[config.mk]
export PLATFORM = sky130hd
export DESIGN_NAME = weekday_alarm_table
export DESIGN_NICKNAME = d
export VERILOG_FILES = /design/src/sv/wat_pkg.sv /design/src/sv/weekday_alarm_table.sv /design/src/sv/wat_mem.sv /design/src/sv/wat_obuf.sv /design/src/sv/wat_seq.sv
export SDC_FILE = /design/constraint.sdc
export NUM_CORES = 2
export LEC_CHECK = 0
export BUFFER_PORTS_ARGS = -buffer_cell sky130_fd_sc_hd__buf_2
export CELL_PAD_IN_SITES_DETAIL_PLACEMENT = 1
export CELL_PAD_IN_SITES_GLOBAL_PLACEMENT = 2
export CORE_UTILIZATION = 40
export DETAILED_ROUTE_END_ITERATION = 8
export PLACE_DENSITY_LB_ADDON = 0.1
export SLEW_MARGIN = 40
export SYNTH_ARGS = -nofsm -noshare
export SYNTH_HDL_FRONTEND = slang
export SYNTH_SLANG_ARGS = --single-unit
[constraint.sdc]
create_clock -name clk_i -period 12.55 [get_ports clk_i]
set_input_delay 2.51 -clock clk_i [delete_from_list [all_inputs] [get_ports clk_i]]
set_output_delay 2.51 -clock clk_i [all_outputs]
set_load 0.005 [all_outputs]
[src/sv/wat_pkg.sv]
// ---------------------------------------------------------------------------
// Weekday alarm table package
// Shared types, field codes and widths for the alarm table block.
// ---------------------------------------------------------------------------
`default_nettype none

package wat_pkg;

  // Default number of alarm slots.
  localparam int unsigned SlotsDefault = 16;

  // Field widths.
  localparam int unsigned IdW     = 63;
  localparam int unsigned InDataW = 104;  // 101 field bits padded to whole bytes
  localparam int unsigned OutDataW = 72;  // 66 field bits padded to whole bytes

  // Input item kinds.
  localparam logic [1:0] KindAdd  = 2'd0;
  localparam logic [1:0] KindDel  = 2'd1;
  localparam logic [1:0] KindTick = 2'd2;
  localparam logic [1:0] KindNone = 2'd3;

  // Alarm actions.
  localparam logic [2:0] ActDelete   = 3'd0;
  localparam logic [2:0] ActAdd      = 3'd1;
  localparam logic [2:0] ActDisabled = 3'd3;
  localparam logic [2:0] ActEdit     = 3'd4;

  // Result event codes.
  localparam logic [1:0] EvStatus = 2'd0;
  localparam logic [1:0] EvPlay   = 2'd1;
  localparam logic [1:0] EvTick   = 2'd2;

  // Indicator drive codes.
  localparam logic [1:0] LedOff   = 2'd0;
  localparam logic [1:0] LedGreen = 2'd1;
  localparam logic [1:0] LedKeep  = 2'd2;

  // The last minute of the day, when fired marks are cleared.
  localparam logic [4:0] LastHour   = 5'd23;
  localparam logic [5:0] LastMinute = 6'd59;

  typedef struct packed {
    logic [1:0]     kind;
    logic [IdW-1:0] alarm_id;
    logic [2:0]     action;
    logic [4:0]     alarm_hour;
    logic [5:0]     alarm_minute;
    logic [6:0]     day_mask;
    logic           repeat_alarm;
    logic           setting_well_formed;
    logic [4:0]     now_hour;
    logic [5:0]     now_minute;
    logic [2:0]     now_weekday;
    logic           player_free;
  } item_t;

  // One stored alarm entry.
  typedef struct packed {
    logic [IdW-1:0] id;
    logic [2:0]     action;
    logic [4:0]     hour;
    logic [5:0]     minute;
    logic [6:0]     days;
    logic           fired;
    logic           rpt;
    logic           well;
  } slot_entry_t;

  // One result word.
  typedef struct packed {
    logic [1:0]     ev;
    logic [IdW-1:0] fired_id;
    logic           table_full;
    logic [1:0]     led;
    logic           last;
  } result_t;

endpackage

`default_nettype wire

[src/sv/weekday_alarm_table.sv]
// ---------------------------------------------------------------------------
// Weekday alarm table
// Alarm table with add, edit and delete by ID and a per-minute firing scan.
// ---------------------------------------------------------------------------
// Usage: items arrive as words on the s_axis channel; tuser carries the kind
// (add or edit, delete, clock tick) and tdata the alarm setting and the clock.
// Results leave as words on the m_axis channel; tuser carries the event code
// and tlast marks the final word for an item.
//
// Every add, delete or tick is accepted while the first read issues; the
// sequencer then walks the slot memory slot by slot through its single
// registered read port and closes with a status or tick word. An item of
// unknown kind is accepted and dropped without a scan. A tick emits a play
// word for each alarm that fires while the player is free; the scan holds on
// that slot whenever the output register cannot take the word.
//
// Reset clears the used and written marks of every slot, so the table starts
// empty at once; no clearing pass runs. A stalled receiver stalls only the
// output register and, through it, the scan; the input is taken again once
// the closing word has entered the output register.
// ---------------------------------------------------------------------------
`default_nettype none

module weekday_alarm_table #(
  parameter int unsigned Slots = wat_pkg::SlotsDefault
) (
  input  wire                          clk_i,
  input  wire                          rst_ni,
  // Input words.
  input  wire                          s_axis_tvalid,
  output logic                         s_axis_tready,
  // tdata from bit 0: alarm_id[62:0], action[65:63], alarm_hour[70:66],
  // alarm_minute[76:71], day_mask[83:77], repeat_alarm[84],
  // setting_well_formed[85], now_hour[90:86], now_minute[96:91],
  // now_weekday[99:97], player_free[100], zero padding[103:101].
  input  wire [wat_pkg::InDataW-1:0]   s_axis_tdata,
  // tuser: kind[1:0].
  input  wire [1:0]                    s_axis_tuser,
  // Result words.
  output logic                         m_axis_tvalid,
  input  wire                          m_axis_tready,
  // tdata from bit 0: fired_id[62:0], table_full[63], led_drive[65:64],
  // zero padding[71:66].
  output logic [wat_pkg::OutDataW-1:0] m_axis_tdata,
  // tuser: event_res[1:0].
  output logic [1:0]                   m_axis_tuser,
  // tlast: last_result.
  output logic                         m_axis_tlast
);
  import wat_pkg::*;

  localparam int unsigned IdxW = (Slots > 1) ? $clog2(Slots) : 1;

  item_t           item;
  logic            mem_wr_en, mem_rd_en;
  logic [IdxW-1:0] mem_wr_addr, mem_rd_addr;
  slot_entry_t     mem_wr_data, mem_rd_data;
  logic            res_valid, res_ready;
  result_t         res, out_res;

  // Unpack the input word into its fields.
  assign item.kind                = s_axis_tuser;
  assign item.alarm_id            = s_axis_tdata[62:0];
  assign item.action              = s_axis_tdata[65:63];
  assign item.alarm_hour          = s_axis_tdata[70:66];
  assign item.alarm_minute        = s_axis_tdata[76:71];
  assign item.day_mask            = s_axis_tdata[83:77];
  assign item.repeat_alarm        = s_axis_tdata[84];
  assign item.setting_well_formed = s_axis_tdata[85];
  assign item.now_hour            = s_axis_tdata[90:86];
  assign item.now_minute          = s_axis_tdata[96:91];
  assign item.now_weekday         = s_axis_tdata[99:97];
  assign item.player_free         = s_axis_tdata[100];

  wat_seq #(
    .Slots (Slots),
    .IdxW  (IdxW)
  ) u_seq (
    .clk_i       (clk_i),
    .rst_ni      (rst_ni),
    .in_valid_i  (s_axis_tvalid),
    .in_ready_o  (s_axis_tready),
    .item_i      (item),
    .wr_en_o     (mem_wr_en),
    .wr_addr_o   (mem_wr_addr),
    .wr_data_o   (mem_wr_data),
    .rd_en_o     (mem_rd_en),
    .rd_addr_o   (mem_rd_addr),
    .rd_data_i   (mem_rd_data),
    .res_valid_o (res_valid),
    .res_ready_i (res_ready),
    .res_o       (res)
  );

  // The slot memory holds every stored alarm field except the used marks.
  wat_mem #(
    .Slots (Slots),
    .IdxW  (IdxW)
  ) u_mem (
    .clk_i     (clk_i),
    .wr_en_i   (mem_wr_en),
    .wr_addr_i (mem_wr_addr),
    .wr_data_i (mem_wr_data),
    .rd_en_i   (mem_rd_en),
    .rd_addr_i (mem_rd_addr),
    .rd_data_o (mem_rd_data)
  );

  // The output register decouples the result channel from the scan.
  wat_obuf u_obuf (
    .clk_i       (clk_i),
    .rst_ni      (rst_ni),
    .in_valid_i  (res_valid),
    .in_ready_o  (res_ready),
    .res_i       (res),
    .out_valid_o (m_axis_tvalid),
    .out_ready_i (m_axis_tready),
    .res_o       (out_res)
  );

  // Pack the result word.
  assign m_axis_tdata = {6'd0, out_res.led, out_res.table_full, out_res.fired_id};
  assign m_axis_tuser = out_res.ev;
  assign m_axis_tlast = out_res.last;

endmodule

`default_nettype wire

[src/sv/wat_mem.sv]
// ---------------------------------------------------------------------------
// Weekday alarm table slot memory
// One write port and one registered read port over the alarm entries.
// ---------------------------------------------------------------------------
`default_nettype none

module wat_mem #(
  parameter int unsigned Slots = 16,
  parameter int unsigned IdxW  = 4
) (
  input  wire                       clk_i,
  input  wire                       wr_en_i,
  input  wire [IdxW-1:0]            wr_addr_i,
  input  wat_pkg::slot_entry_t      wr_data_i,
  input  wire                       rd_en_i,
  input  wire [IdxW-1:0]            rd_addr_i,
  output wat_pkg::slot_entry_t      rd_data_o
);
  import wat_pkg::*;

  slot_entry_t mem_q [Slots];
  slot_entry_t rdata_q;

  always_ff @(posedge clk_i) begin
    if (wr_en_i) begin
      mem_q[wr_addr_i] <= wr_data_i;
    end
    if (rd_en_i) begin
      rdata_q <= mem_q[rd_addr_i];
    end
  end

  assign rd_data_o = rdata_q;

endmodule

`default_nettype wire

[src/sv/wat_obuf.sv]
// ---------------------------------------------------------------------------
// Weekday alarm table output register
// Holds one result word until the downstream side takes it.
// ---------------------------------------------------------------------------
`default_nettype none

module wat_obuf (
  input  wire                 clk_i,
  input  wire                 rst_ni,
  input  wire                 in_valid_i,
  output logic                in_ready_o,
  input  wat_pkg::result_t    res_i,
  output logic                out_valid_o,
  input  wire                 out_ready_i,
  output wat_pkg::result_t    res_o
);
  import wat_pkg::*;

  logic    valid_q;
  result_t data_q;

  // A new word may enter when the register is empty or is being emptied.
  assign in_ready_o = !valid_q || out_ready_i;

  always_ff @(posedge clk_i or negedge rst_ni) begin
    if (!rst_ni) begin
      valid_q <= 1'b0;
    end else if (in_valid_i && in_ready_o) begin
      valid_q <= 1'b1;
    end else if (out_ready_i) begin
      valid_q <= 1'b0;
    end
  end

  always_ff @(posedge clk_i) begin
    if (in_valid_i && in_ready_o) begin
      data_q <= res_i;
    end
  end

  assign out_valid_o = valid_q;
  assign res_o       = data_q;

endmodule

`default_nettype wire

[src/sv/wat_seq.sv]
// ---------------------------------------------------------------------------
// Weekday alarm table sequencer
// Walks the slot memory once per add, delete or tick item and applies its updates.
// ---------------------------------------------------------------------------
`default_nettype none

module wat_seq #(
  parameter int unsigned Slots = 16,
  parameter int unsigned IdxW  = 4
) (
  input  wire                   clk_i,
  input  wire                   rst_ni,
  input  wire                   in_valid_i,
  output logic                  in_ready_o,
  input  wat_pkg::item_t        item_i,
  output logic                  wr_en_o,
  output logic [IdxW-1:0]       wr_addr_o,
  output wat_pkg::slot_entry_t  wr_data_o,
  output logic                  rd_en_o,
  output logic [IdxW-1:0]       rd_addr_o,
  input  wat_pkg::slot_entry_t  rd_data_i,
  output logic                  res_valid_o,
  input  wire                   res_ready_i,
  output wat_pkg::result_t      res_o
);
  import wat_pkg::*;

  typedef enum logic [2:0] {
    StIdle = 3'b001,
    StScan = 3'b010,
    StDone = 3'b100
  } state_e;

  localparam logic [IdxW-1:0] LastIdx = IdxW'(Slots - 1);

  state_e            state_q, state_d;
  item_t             item_q;
  logic [IdxW-1:0]   idx_q;
  logic [Slots-1:0]  used_q, used_d;
  logic [Slots-1:0]  wrtn_q, wrtn_d;
  logic              any_q;
  logic              match_q, free_q;
  logic [IdxW-1:0]   match_idx_q, free_idx_q;
  logic [2:0]        match_act_q, free_act_q;

  logic              accept;
  logic              is_del, is_add, is_tick;
  logic              cur_used, id_hit, act_ok, drop, at_midnight;
  logic              fired_kept, day_hit, fire, emit_play, advance, done_go;
  logic [2:0]        cur_act, wd_m1, new_act, sel_act;
  logic [7:0]        days8;
  logic [IdxW-1:0]   sel_idx;
  logic              sel_ok;
  slot_entry_t       ent;

  assign ent        = rd_data_i;
  assign in_ready_o = (state_q == StIdle);
  assign accept     = in_valid_i && in_ready_o;

  assign is_del  = (item_q.kind == KindDel) ||
                   (item_q.kind == KindAdd && item_q.action == ActDelete);
  assign is_add  = (item_q.kind == KindAdd) && (item_q.action != ActDelete);
  assign is_tick = (item_q.kind == KindTick);

  // Per-slot decisions on the entry held in the memory's read register.
  assign cur_used = used_q[idx_q];
  assign cur_act  = wrtn_q[idx_q] ? ent.action : ActDelete;
  assign id_hit   = cur_used && (ent.id == item_q.alarm_id);

  assign act_ok      = (ent.action >= ActAdd) && (ent.action <= ActEdit);
  assign drop        = act_ok && ((ent.action == ActDisabled) || !ent.well);
  assign at_midnight = (item_q.now_hour == LastHour) && (item_q.now_minute == LastMinute);
  assign fired_kept  = ent.fired && !at_midnight;
  assign wd_m1       = item_q.now_weekday - 3'd1;
  assign days8       = {1'b0, ent.days};
  // Weekday zero wraps to the padding bit, so only an empty mask matches it.
  assign day_hit     = (ent.days == 7'd0) || days8[wd_m1];
  assign fire        = act_ok && !drop && day_hit && !fired_kept &&
                       (ent.hour == item_q.now_hour) && (ent.minute == item_q.now_minute);
  assign emit_play   = (state_q == StScan) && is_tick && cur_used && fire &&
                       item_q.player_free;
  assign advance     = (state_q == StScan) && (!emit_play || res_ready_i);
  assign done_go     = (state_q == StDone) && res_ready_i;

  // Slot chosen by an add: the entry with the same ID, else the first free one.
  assign sel_ok  = match_q || free_q;
  assign sel_idx = match_q ? match_idx_q : free_idx_q;
  assign sel_act = match_q ? match_act_q : free_act_q;
  assign new_act = (item_q.action == ActEdit) ? sel_act : item_q.action;

  always_comb begin
    state_d   = state_q;
    used_d    = used_q;
    wrtn_d    = wrtn_q;
    wr_en_o   = 1'b0;
    wr_addr_o = idx_q;
    wr_data_o = ent;
    rd_en_o   = 1'b0;
    rd_addr_o = idx_q + IdxW'(1);
    res_valid_o = 1'b0;
    res_o       = '0;

    case (state_q)
      StIdle: begin
        if (accept && item_i.kind != KindNone) begin
          rd_en_o   = 1'b1;
          rd_addr_o = '0;
          state_d   = StScan;
        end
      end
      StScan: begin
        res_valid_o       = emit_play;
        res_o.ev          = EvPlay;
        res_o.fired_id    = ent.id;
        res_o.led         = LedKeep;
        if (advance) begin
          if (is_del && id_hit) begin
            used_d[idx_q] = 1'b0;
          end
          if (is_tick && cur_used && act_ok) begin
            if (drop || (fire && !ent.rpt)) begin
              used_d[idx_q] = 1'b0;
            end
            if (!drop) begin
              wr_en_o         = 1'b1;
              wr_data_o.fired = fired_kept || fire;
            end
          end
          if (idx_q == LastIdx) begin
            state_d = StDone;
          end else begin
            rd_en_o = 1'b1;
          end
        end
      end
      StDone: begin
        res_valid_o = 1'b1;
        res_o.last  = 1'b1;
        if (is_tick) begin
          res_o.ev  = EvTick;
          res_o.led = any_q ? LedGreen : LedOff;
        end else if (is_del) begin
          res_o.ev  = EvStatus;
          res_o.led = LedOff;
        end else begin
          res_o.ev         = EvStatus;
          res_o.table_full = !sel_ok;
          res_o.led        = (item_q.action != ActDisabled) ? LedGreen : LedKeep;
        end
        wr_addr_o = sel_idx;
        wr_data_o = '{id: item_q.alarm_id, action: new_act, hour: item_q.alarm_hour,
                      minute: item_q.alarm_minute, days: item_q.day_mask, fired: 1'b0,
                      rpt: item_q.repeat_alarm, well: item_q.setting_well_formed};
        if (done_go) begin
          if (is_add && sel_ok) begin
            wr_en_o         = 1'b1;
            used_d[sel_idx] = 1'b1;
            wrtn_d[sel_idx] = 1'b1;
          end
          state_d = StIdle;
        end
      end
      default: begin
        state_d = StIdle;
      end
    endcase
  end

  always_ff @(posedge clk_i or negedge rst_ni) begin
    if (!rst_ni) begin
      state_q <= StIdle;
      used_q  <= '0;
      wrtn_q  <= '0;
      idx_q   <= '0;
      any_q   <= 1'b0;
      match_q <= 1'b0;
      free_q  <= 1'b0;
    end else begin
      state_q <= state_d;
      used_q  <= used_d;
      wrtn_q  <= wrtn_d;
      if (accept) begin
        idx_q   <= '0;
        any_q   <= 1'b0;
        match_q <= 1'b0;
        free_q  <= 1'b0;
      end else if (advance) begin
        idx_q <= idx_q + IdxW'(1);
        if (cur_used) begin
          any_q <= 1'b1;
        end
        if (id_hit && !match_q) begin
          match_q <= 1'b1;
        end
        if (!cur_used && !free_q) begin
          free_q <= 1'b1;
        end
      end
    end
  end

  always_ff @(posedge clk_i) begin
    if (accept) begin
      item_q <= item_i;
    end
    if (advance && id_hit && !match_q) begin
      match_idx_q <= idx_q;
      match_act_q <= ent.action;
    end
    if (advance && !cur_used && !free_q) begin
      free_idx_q <= idx_q;
      free_act_q <= cur_act;
    end
  end

`ifndef SYNTH
  a_play_only_in_tick: assert property (@(posedge clk_i) disable iff (!rst_ni)
    (res_valid_o && res_o.ev == EvPlay) |-> (state_q == StScan && item_q.kind == KindTick))
    else $error("play result outside a tick scan");

  a_last_only_done: assert property (@(posedge clk_i) disable iff (!rst_ni)
    (res_valid_o && res_o.last) |-> (state_q == StDone))
    else $error("final result outside the done step");

  a_scan_starts: assert property (@(posedge clk_i) disable iff (!rst_ni)
    (accept && item_i.kind != KindNone) |=> (state_q == StScan && idx_q == '0))
    else $error("accepted item did not start a scan at slot zero");

  a_idle_no_update: assert property (@(posedge clk_i) disable iff (!rst_ni)
    (state_q == StIdle) |=> $stable(used_q))
    else $error("slot usage changed while idle");

  a_idx_range: assert property (@(posedge clk_i) disable iff (!rst_ni)
    (state_q == StScan) |-> (idx_q <= LastIdx))
    else $error("scan index beyond the last slot");
`endif

endmodule

`default_nettype wire

# --- Word level (Yosys, flattened, before mapping) ---
# Memories as Yosys holds them, arrays and structs flattened. A register that Yosys moved wholly into a read port is not among the register bits.
# Index checks and enable logic that the tools add are counted.
totals:
  regBits: 229
  latchBits: 0
  ramBits: 1392
  mem_bits_ro: 0
  input_bits: 110
  out_inout_bits: 77
  elab_cells: 205
  n_memories: 1
op_classes:
  addsub: 2
  mul: 0
  div_mod_pow: 0
  n_lt_le_gt_ge: 7
  eq_ne: 20
  shift: 0
  n_mux: 70
  bitwise: 6
  reduce_logical: 70
mem_list:
  columns: ["name", "depth", "width", "rd", "rd_clocked_by_memory_dff", "write_ports", "line", "source"]
  rows:
  - ["u_mem.mem_q", 16, 87, 1, 1, 1, "wat_mem.sv:21", "slot_entry_t mem_q [Slots];"]
ops:
  columns: ["cell", "n"]
  rows:
  - ["$mux W16", 8]
  - ["$mux W84", 1]
  - ["$eq A63 B63 Y1", 1]
  - ["$logic_and A1 B1 Y1", 34]
  - ["$and A16 B16 Y16", 2]
  - ["$or A16 B16 Y16", 2]
  - ["$pmux W16 S2", 1]
  - ["$mux W1", 31]
  - ["$mux W4", 6]
  - ["$mux W3", 6]
  - ["$not A16 Y16", 1]
  - ["$reduce_bool A2 Y1", 6]
  - ["$logic_not A1 Y1", 11]
  - ["$lt A4 B5 Y1 const B", 2]
  - ["$mux W2", 5]
  - ["$pmux W3 S3", 1]
  - ["$bmux W1 S4", 2]
  - ["$demux W1 S4", 2]
  - ["$ge A4 B1 Y1 const B", 2]
  - ["$logic_or A1 B1 Y1", 8]
  - ["$ne A2 B2 Y1 const B", 4]
  - ["$pmux W1 S2", 4]
  - ["$pmux W2 S2", 2]
  - ["$reduce_and A4 Y1", 2]
  - ["26 further kinds", 31]

# --- Logic depth before layout (Yosys ltp) ---
logic_depth:
  ltp_word: 21
  ltp_mapped: 11
  depth_no_buf: 9

# --- Cells and area by module ---
# From an unflattened synthesis, not the netlist that was laid out.
unflattened:
  cells_unflattened: 3179
  hier_area_um2: 65355.2
by_module_without_submodules:
  columns: ["module", "n_inst", "cells_each", "area_each_um2", "seq_area_each_um2"]
  rows:
  - ["wat_mem", 1, 2232, 54644.9, 44412.6]
  - ["wat_seq", 1, 867, 8535.7, 4565.6]
  - ["wat_obuf", 1, 73, 2125.8, 2097.0]
  - ["weekday_alarm_table", 1, 7, 48.8, 0.0]

# --- Worst setup path after synthesis ---
# OpenSTA, ideal clock, no wires.
synth_path:
  path_kind: "input to register"
  startpoint: "input port m_axis_tready"
  endpoint: "register, netlist name u_mem.rd_data_o[0]"
  setup_ns: 0.652
  arrival_time_ns: 9.373
  required_time_ns: 11.898
  path_slack_ns: 2.524
  stages: 6
  n_path_buf: 1
  path_cell_list: "nor2b_1 and2_1 o2111a_1 a21o_1 buf_2 o21ai_0"
synth_between:
  elab_chain_cells: 5
synth_rtl:
  columns: ["element", "line", "source"]
  rows:
  - ["start: declaration", "weekday_alarm_table.sv:41", "input wire m_axis_tready,"]
  - ["$logic_or A1 B1 Y1", "wat_obuf.sv:23", "assign in_ready_o = !valid_q || out_ready_i;"]
  - ["$logic_or A1 B1 Y1", "wat_seq.sv:82", "assign advance = (state_q == StScan) && (!emit_play || res_ready_i);"]
  - ["$logic_and A1 B1 Y1", "wat_seq.sv:82", null]
  - ["$mux W1", "wat_seq.sv:116", "if (advance) begin"]
  - ["$pmux W1 S2", "wat_seq.sv:103", "case (state_q)"]
  - ["via mem_rd_en", "weekday_alarm_table.sv:55", "logic mem_wr_en, mem_rd_en;"]
# The timed path passes the listed nets, and every way through them passes these cells.
# A chain may end at the register's enable or synchronous reset.

# --- Final worst setup path ---
layout_path:
  startpoint: "input port s_axis_tvalid"
  endpoint: "register, netlist name u_mem.rd_data_o[2]"
layout_between:
  elab_chain_cells: 4
  elab_cells_between_ends: 6
  classes_between: "mux: 4; reduce/logical: 2"
layout_rtl:
  columns: ["element", "line", "source"]
  rows:
  - ["start: declaration", "weekday_alarm_table.sv:30", "input wire s_axis_tvalid,"]
  - ["$logic_and A1 B1 Y1 (*)", "wat_seq.sv:58", "assign accept = in_valid_i && in_ready_o;"]
  - ["via u_seq.accept", "wat_seq.sv:46", "logic accept;"]
  - ["$logic_and A1 B1 Y1 (*)", "wat_seq.sv:105", "if (accept && item_i.kind != KindNone) begin"]
  - ["$mux W1 or $mux W4 (tied branches)", "wat_seq.sv:105", null]
  - ["$pmux W1 S2 or $mux W4 (tied branches)", "wat_seq.sv:103", null]
# The timed path passes the listed nets; every way through them passes the cells marked *.

==> out/metrics.cfg <==
[outcome]
status = complete, but fails checks
violations = design-rule violations

[critical_path]
worstReg2RegStart = u_seq.state_q[1]$_DFFE_PN0P_
slowest_stage = buf_6
worstPathRequired_ns = 13.22
crit_path_cell_trace = buf_2 -> nand2_4 -> inv_6 -> nand2_8 -> nand2_8 -> buf_12 -> buf_6 -> o22ai_1 -> o21ai_0 -> mux4_2
cpLargestDelayFamily = buffers and inverters
rr_worst_depth = 8
arrival_ns = 6.25
reg2reg_to = u_mem.mem_q[0][48]$_DFFE_PP_
max_stage_delay_ns = 0.60
start_kind = primary input
crit_path_max_fanout = 156
rrSetupSlack_ns = 7.52
crit_path_frequent_cell = nand2_8
crit_type = primary input to flip-flop
critPathCaptureType = flip-flop
path_buf_inv = 4

[timing]
rsz0062_at_grt = false
max_slew_margin = 0.409
finalSetupViolations = 0
drv_slew = 0
max_freq_ghz = 0.179
hold_viol = 0
worst_slew_pin_slew_ns = 0.887
fin_setup_tns_ns = 0
timing.hold.ws_ns = 0.468
fin_skew_ns = 0.0318
fin_crit_sh = 0.445
min_period_ns = 5.59

[power]
ir_drop_mv = 0.169
clockPowerShare = 0.314
combPwrFrac = 0.241
p_switching_mw = 5.27
seqPwrFrac = 0.446
p_leak_nw = 24.9
power.share.switching = 0.319
power_density_nw_per_um2 = 217
p_int_mw = 11.3

[finish]
finalNonFillerCells = 6708
seq_area_um2 = 51100
multi_input_area_um2 = 14500
mostFrequentLayoutCells = edfxtp_1 (1665), nand2_1 (633), and3_1 (238), clkbuf_16 (190), a211oi_1 (186)
drive_gt1_frac = 0.148
area_growth_pct = 14.3
layout.nets = 4481
final_common_cell = edfxtp_1
n_fill_cell = 15800

[clock_tree]
clock_latency_ns = 0.81
cts_root_buf = clkbuf_16
ctsHoldBuffers = 0
cts_buffers = 185
clkTransAtPathRegs_ns = 0.06
postCtsResizedCells = 0
postCtsSetupBuffers = 0
htree_levels = 4
clockBufferDepth = 3
cts_tree = done
clock_sinks = 1708

[floorplanning]
core_area_um2 = 165000
die_x_um = 411
die_h_um = 411
dieArea_um2 = 169000
num_io_pins = 187
core.rowCount = 149
initial_utilization = 0.404

[routing]
drcViolationCount = 10
vias = 39500
routed_wl_um = 205000
wl_per_cell_um = 30.5
drtIter0Drc = 3509
ant_nets = 0
viasPerCell = 5.89
drt_first_pass_iters = 9

[placement]
place_inst = 6361
place_congestion = 0.744
port_buffers = 177
post-dp-hpwl_um = 102000

[grt]
grt_antenna_before_repair = 14
track_usage = 0.241
grt_max_degree = 176
overflow = 0
grt_pass1_wl_um = 292000
grt_pass1_vias = 40200

[hold_path]
hp-class = flip-flop to flip-flop
worstHoldPathCells = 1
hold_end = u_seq.wrtn_q[15]$_DFFE_PN0P_
min_from = u_seq.wrtn_q[15]$_DFFE_PN0P_

[yosys]
yosysSeqAreaShare = 0.765
synth_edf_count = 1665
async_flop_share = 0.0252
avgSynthCellArea_um2 = 15.8
syn-cell-area_um2 = 66800
synth_seq_cells = 1708
synth_cell_types = 61
syn_inst = 4225
ys.flop_type = edfxtp_1
yosysWarnings = 0

[flow_run]
cap_violations = 0

## per-layer routing
metal  share of wire  track usage  up-vias
li1                -            -    17100
met1            0.46        0.351    21100
met2            0.47        0.382     1061
met3           0.048       0.0324      255
met4           0.025       0.0670        0
met5               0            0        -
## state kept, by name (all words and copies together), names as in the netlist, 3 cells and up
signal / count
u_mem.mem_q: 1392
u_seq.item_q: 103
u_mem.rd_data_o: 87
u_obuf.res_o: 69
u_seq.used_q: 16
u_seq.wrtn_q: 16
u_seq.free_idx_q: 4
u_seq.idx_q: 4
u_seq.match_idx_q: 4
u_seq.free_act_q: 3
u_seq.match_act_q: 3
u_seq.state_q: 3
## worst max path at each step
stage                       start                           end  cells after the start
floorplan           m_axis_tready  u_mem.rd_data_o[0]$_DFFE_PP_                      6
global placement    s_axis_tvalid  u_mem.rd_data_o[2]$_DFFE_PP_                     10
detailed placement  s_axis_tvalid  u_mem.rd_data_o[2]$_DFFE_PP_                     10
CTS                 s_axis_tvalid  u_mem.rd_data_o[2]$_DFFE_PP_                     10
global route        s_axis_tvalid  u_mem.rd_data_o[2]$_DFFE_PP_                     10
finish              s_axis_tvalid  u_mem.rd_data_o[2]$_DFFE_PP_                     10
## synthesized netlist by cell type (2+ instances only)
cell | instances | area (um^2)
nor2b_1 | 5 | 31.3
buf_2 | 97 | 485
o21ai_0 | 179 | 896
or4_1 | 2 | 15.0
o31ai_1 | 2 | 15.0
mux2_2 | 5 | 56.3
buf_4 | 13 | 97.6
or3_1 | 2 | 12.5
buf_6 | 3 | 33.8
o211a_1 | 2 | 20.0
nand2b_1 | 6 | 37.5
o22a_1 | 2 | 17.5
nand3b_1 | 2 | 15.0
nor2_1 | 56 | 210
nand2_1 | 635 | 2380
and2_1 | 6 | 37.5
clkbuf_1 | 194 | 728
a32oi_1 | 2 | 17.5
o311ai_0 | 2 | 17.5
o22ai_1 | 176 | 1100
and3_1 | 238 | 1490
mux4_2 | 96 | 2160
a211oi_1 | 186 | 1400
buf_1 | 13 | 48.8
or2_2 | 15 | 93.8
edfxtp_1 | 1665 | 50000
xor2_1 | 3 | 26.3
o221ai_1 | 175 | 1530
a21o_1 | 6 | 45.0
mux2i_1 | 7 | 70.1
nor4_1 | 6 | 37.5
ha_1 | 5 | 62.6
a21oi_1 | 23 | 115
nand3_1 | 15 | 75.1
dfrtp_1 | 42 | 1050
inv_1 | 11 | 41.3
nand4_1 | 22 | 138
nor3_1 | 23 | 115
o211ai_1 | 4 | 30.0
a31oi_1 | 182 | 1140
xnor2_1 | 76 | 666
o2111a_1 | 2 | 22.5
## cell type report
cell class	count	share of cell area
Tap cell	2189	0.0359
Timing Repair Buffer	269	0.0288
Clock buffer	238	0.0646
Inverter	13	0.000869
Clock inverter	96	0.0105
Multi-Input combinational cell	2189	0.190
Sequential cell	1708	0.669
Antenna cell	6	0.000197
## power by group through the flow
stage               combinational, mW  sequential (mW)  clock, mW
floorplan                        2.62             7.34          0
global placement                 3.89             7.49          0
CTS                              4.03             7.37       5.30
finish                           3.99             7.37       5.19
detailed placement               4.02             7.49          0
global route                     4.34             7.39       5.49
## logic make-up (layout without fill, tap and decap cells)
family	count (synthesis)	in the layout	synth area share
DFF	1708	1708	0.765
and+or+nand+nor	1038	1038	0.0710
AOI/OAI and AO/OA	953	953	0.0967
buffers and inverters	333	616	0.0216
muxes	108	108	0.0343
xor gates and xnor gates	79	79	0.0104
adders and majority gates	5	5	0.000937
other	1	12	0.0000562
## stage by stage
step / total power, mW / instance area [um^2] / setup WS [ns] / util
floorplan: 9.96 / 66800 / 2.52 / -
global route: 17.2 / 76300 / 6.69 / 0.461
global placement: 11.4 / 70000 / 5.48 / 0.423
CTS: 16.7 / 76100 / 6.95 / 0.460
finish: 16.5 / 76300 / 6.96 / 0.462
detailed placement: 11.5 / 70400 / 6.09 / 0.426
Power figures use the tool's default switching activity.
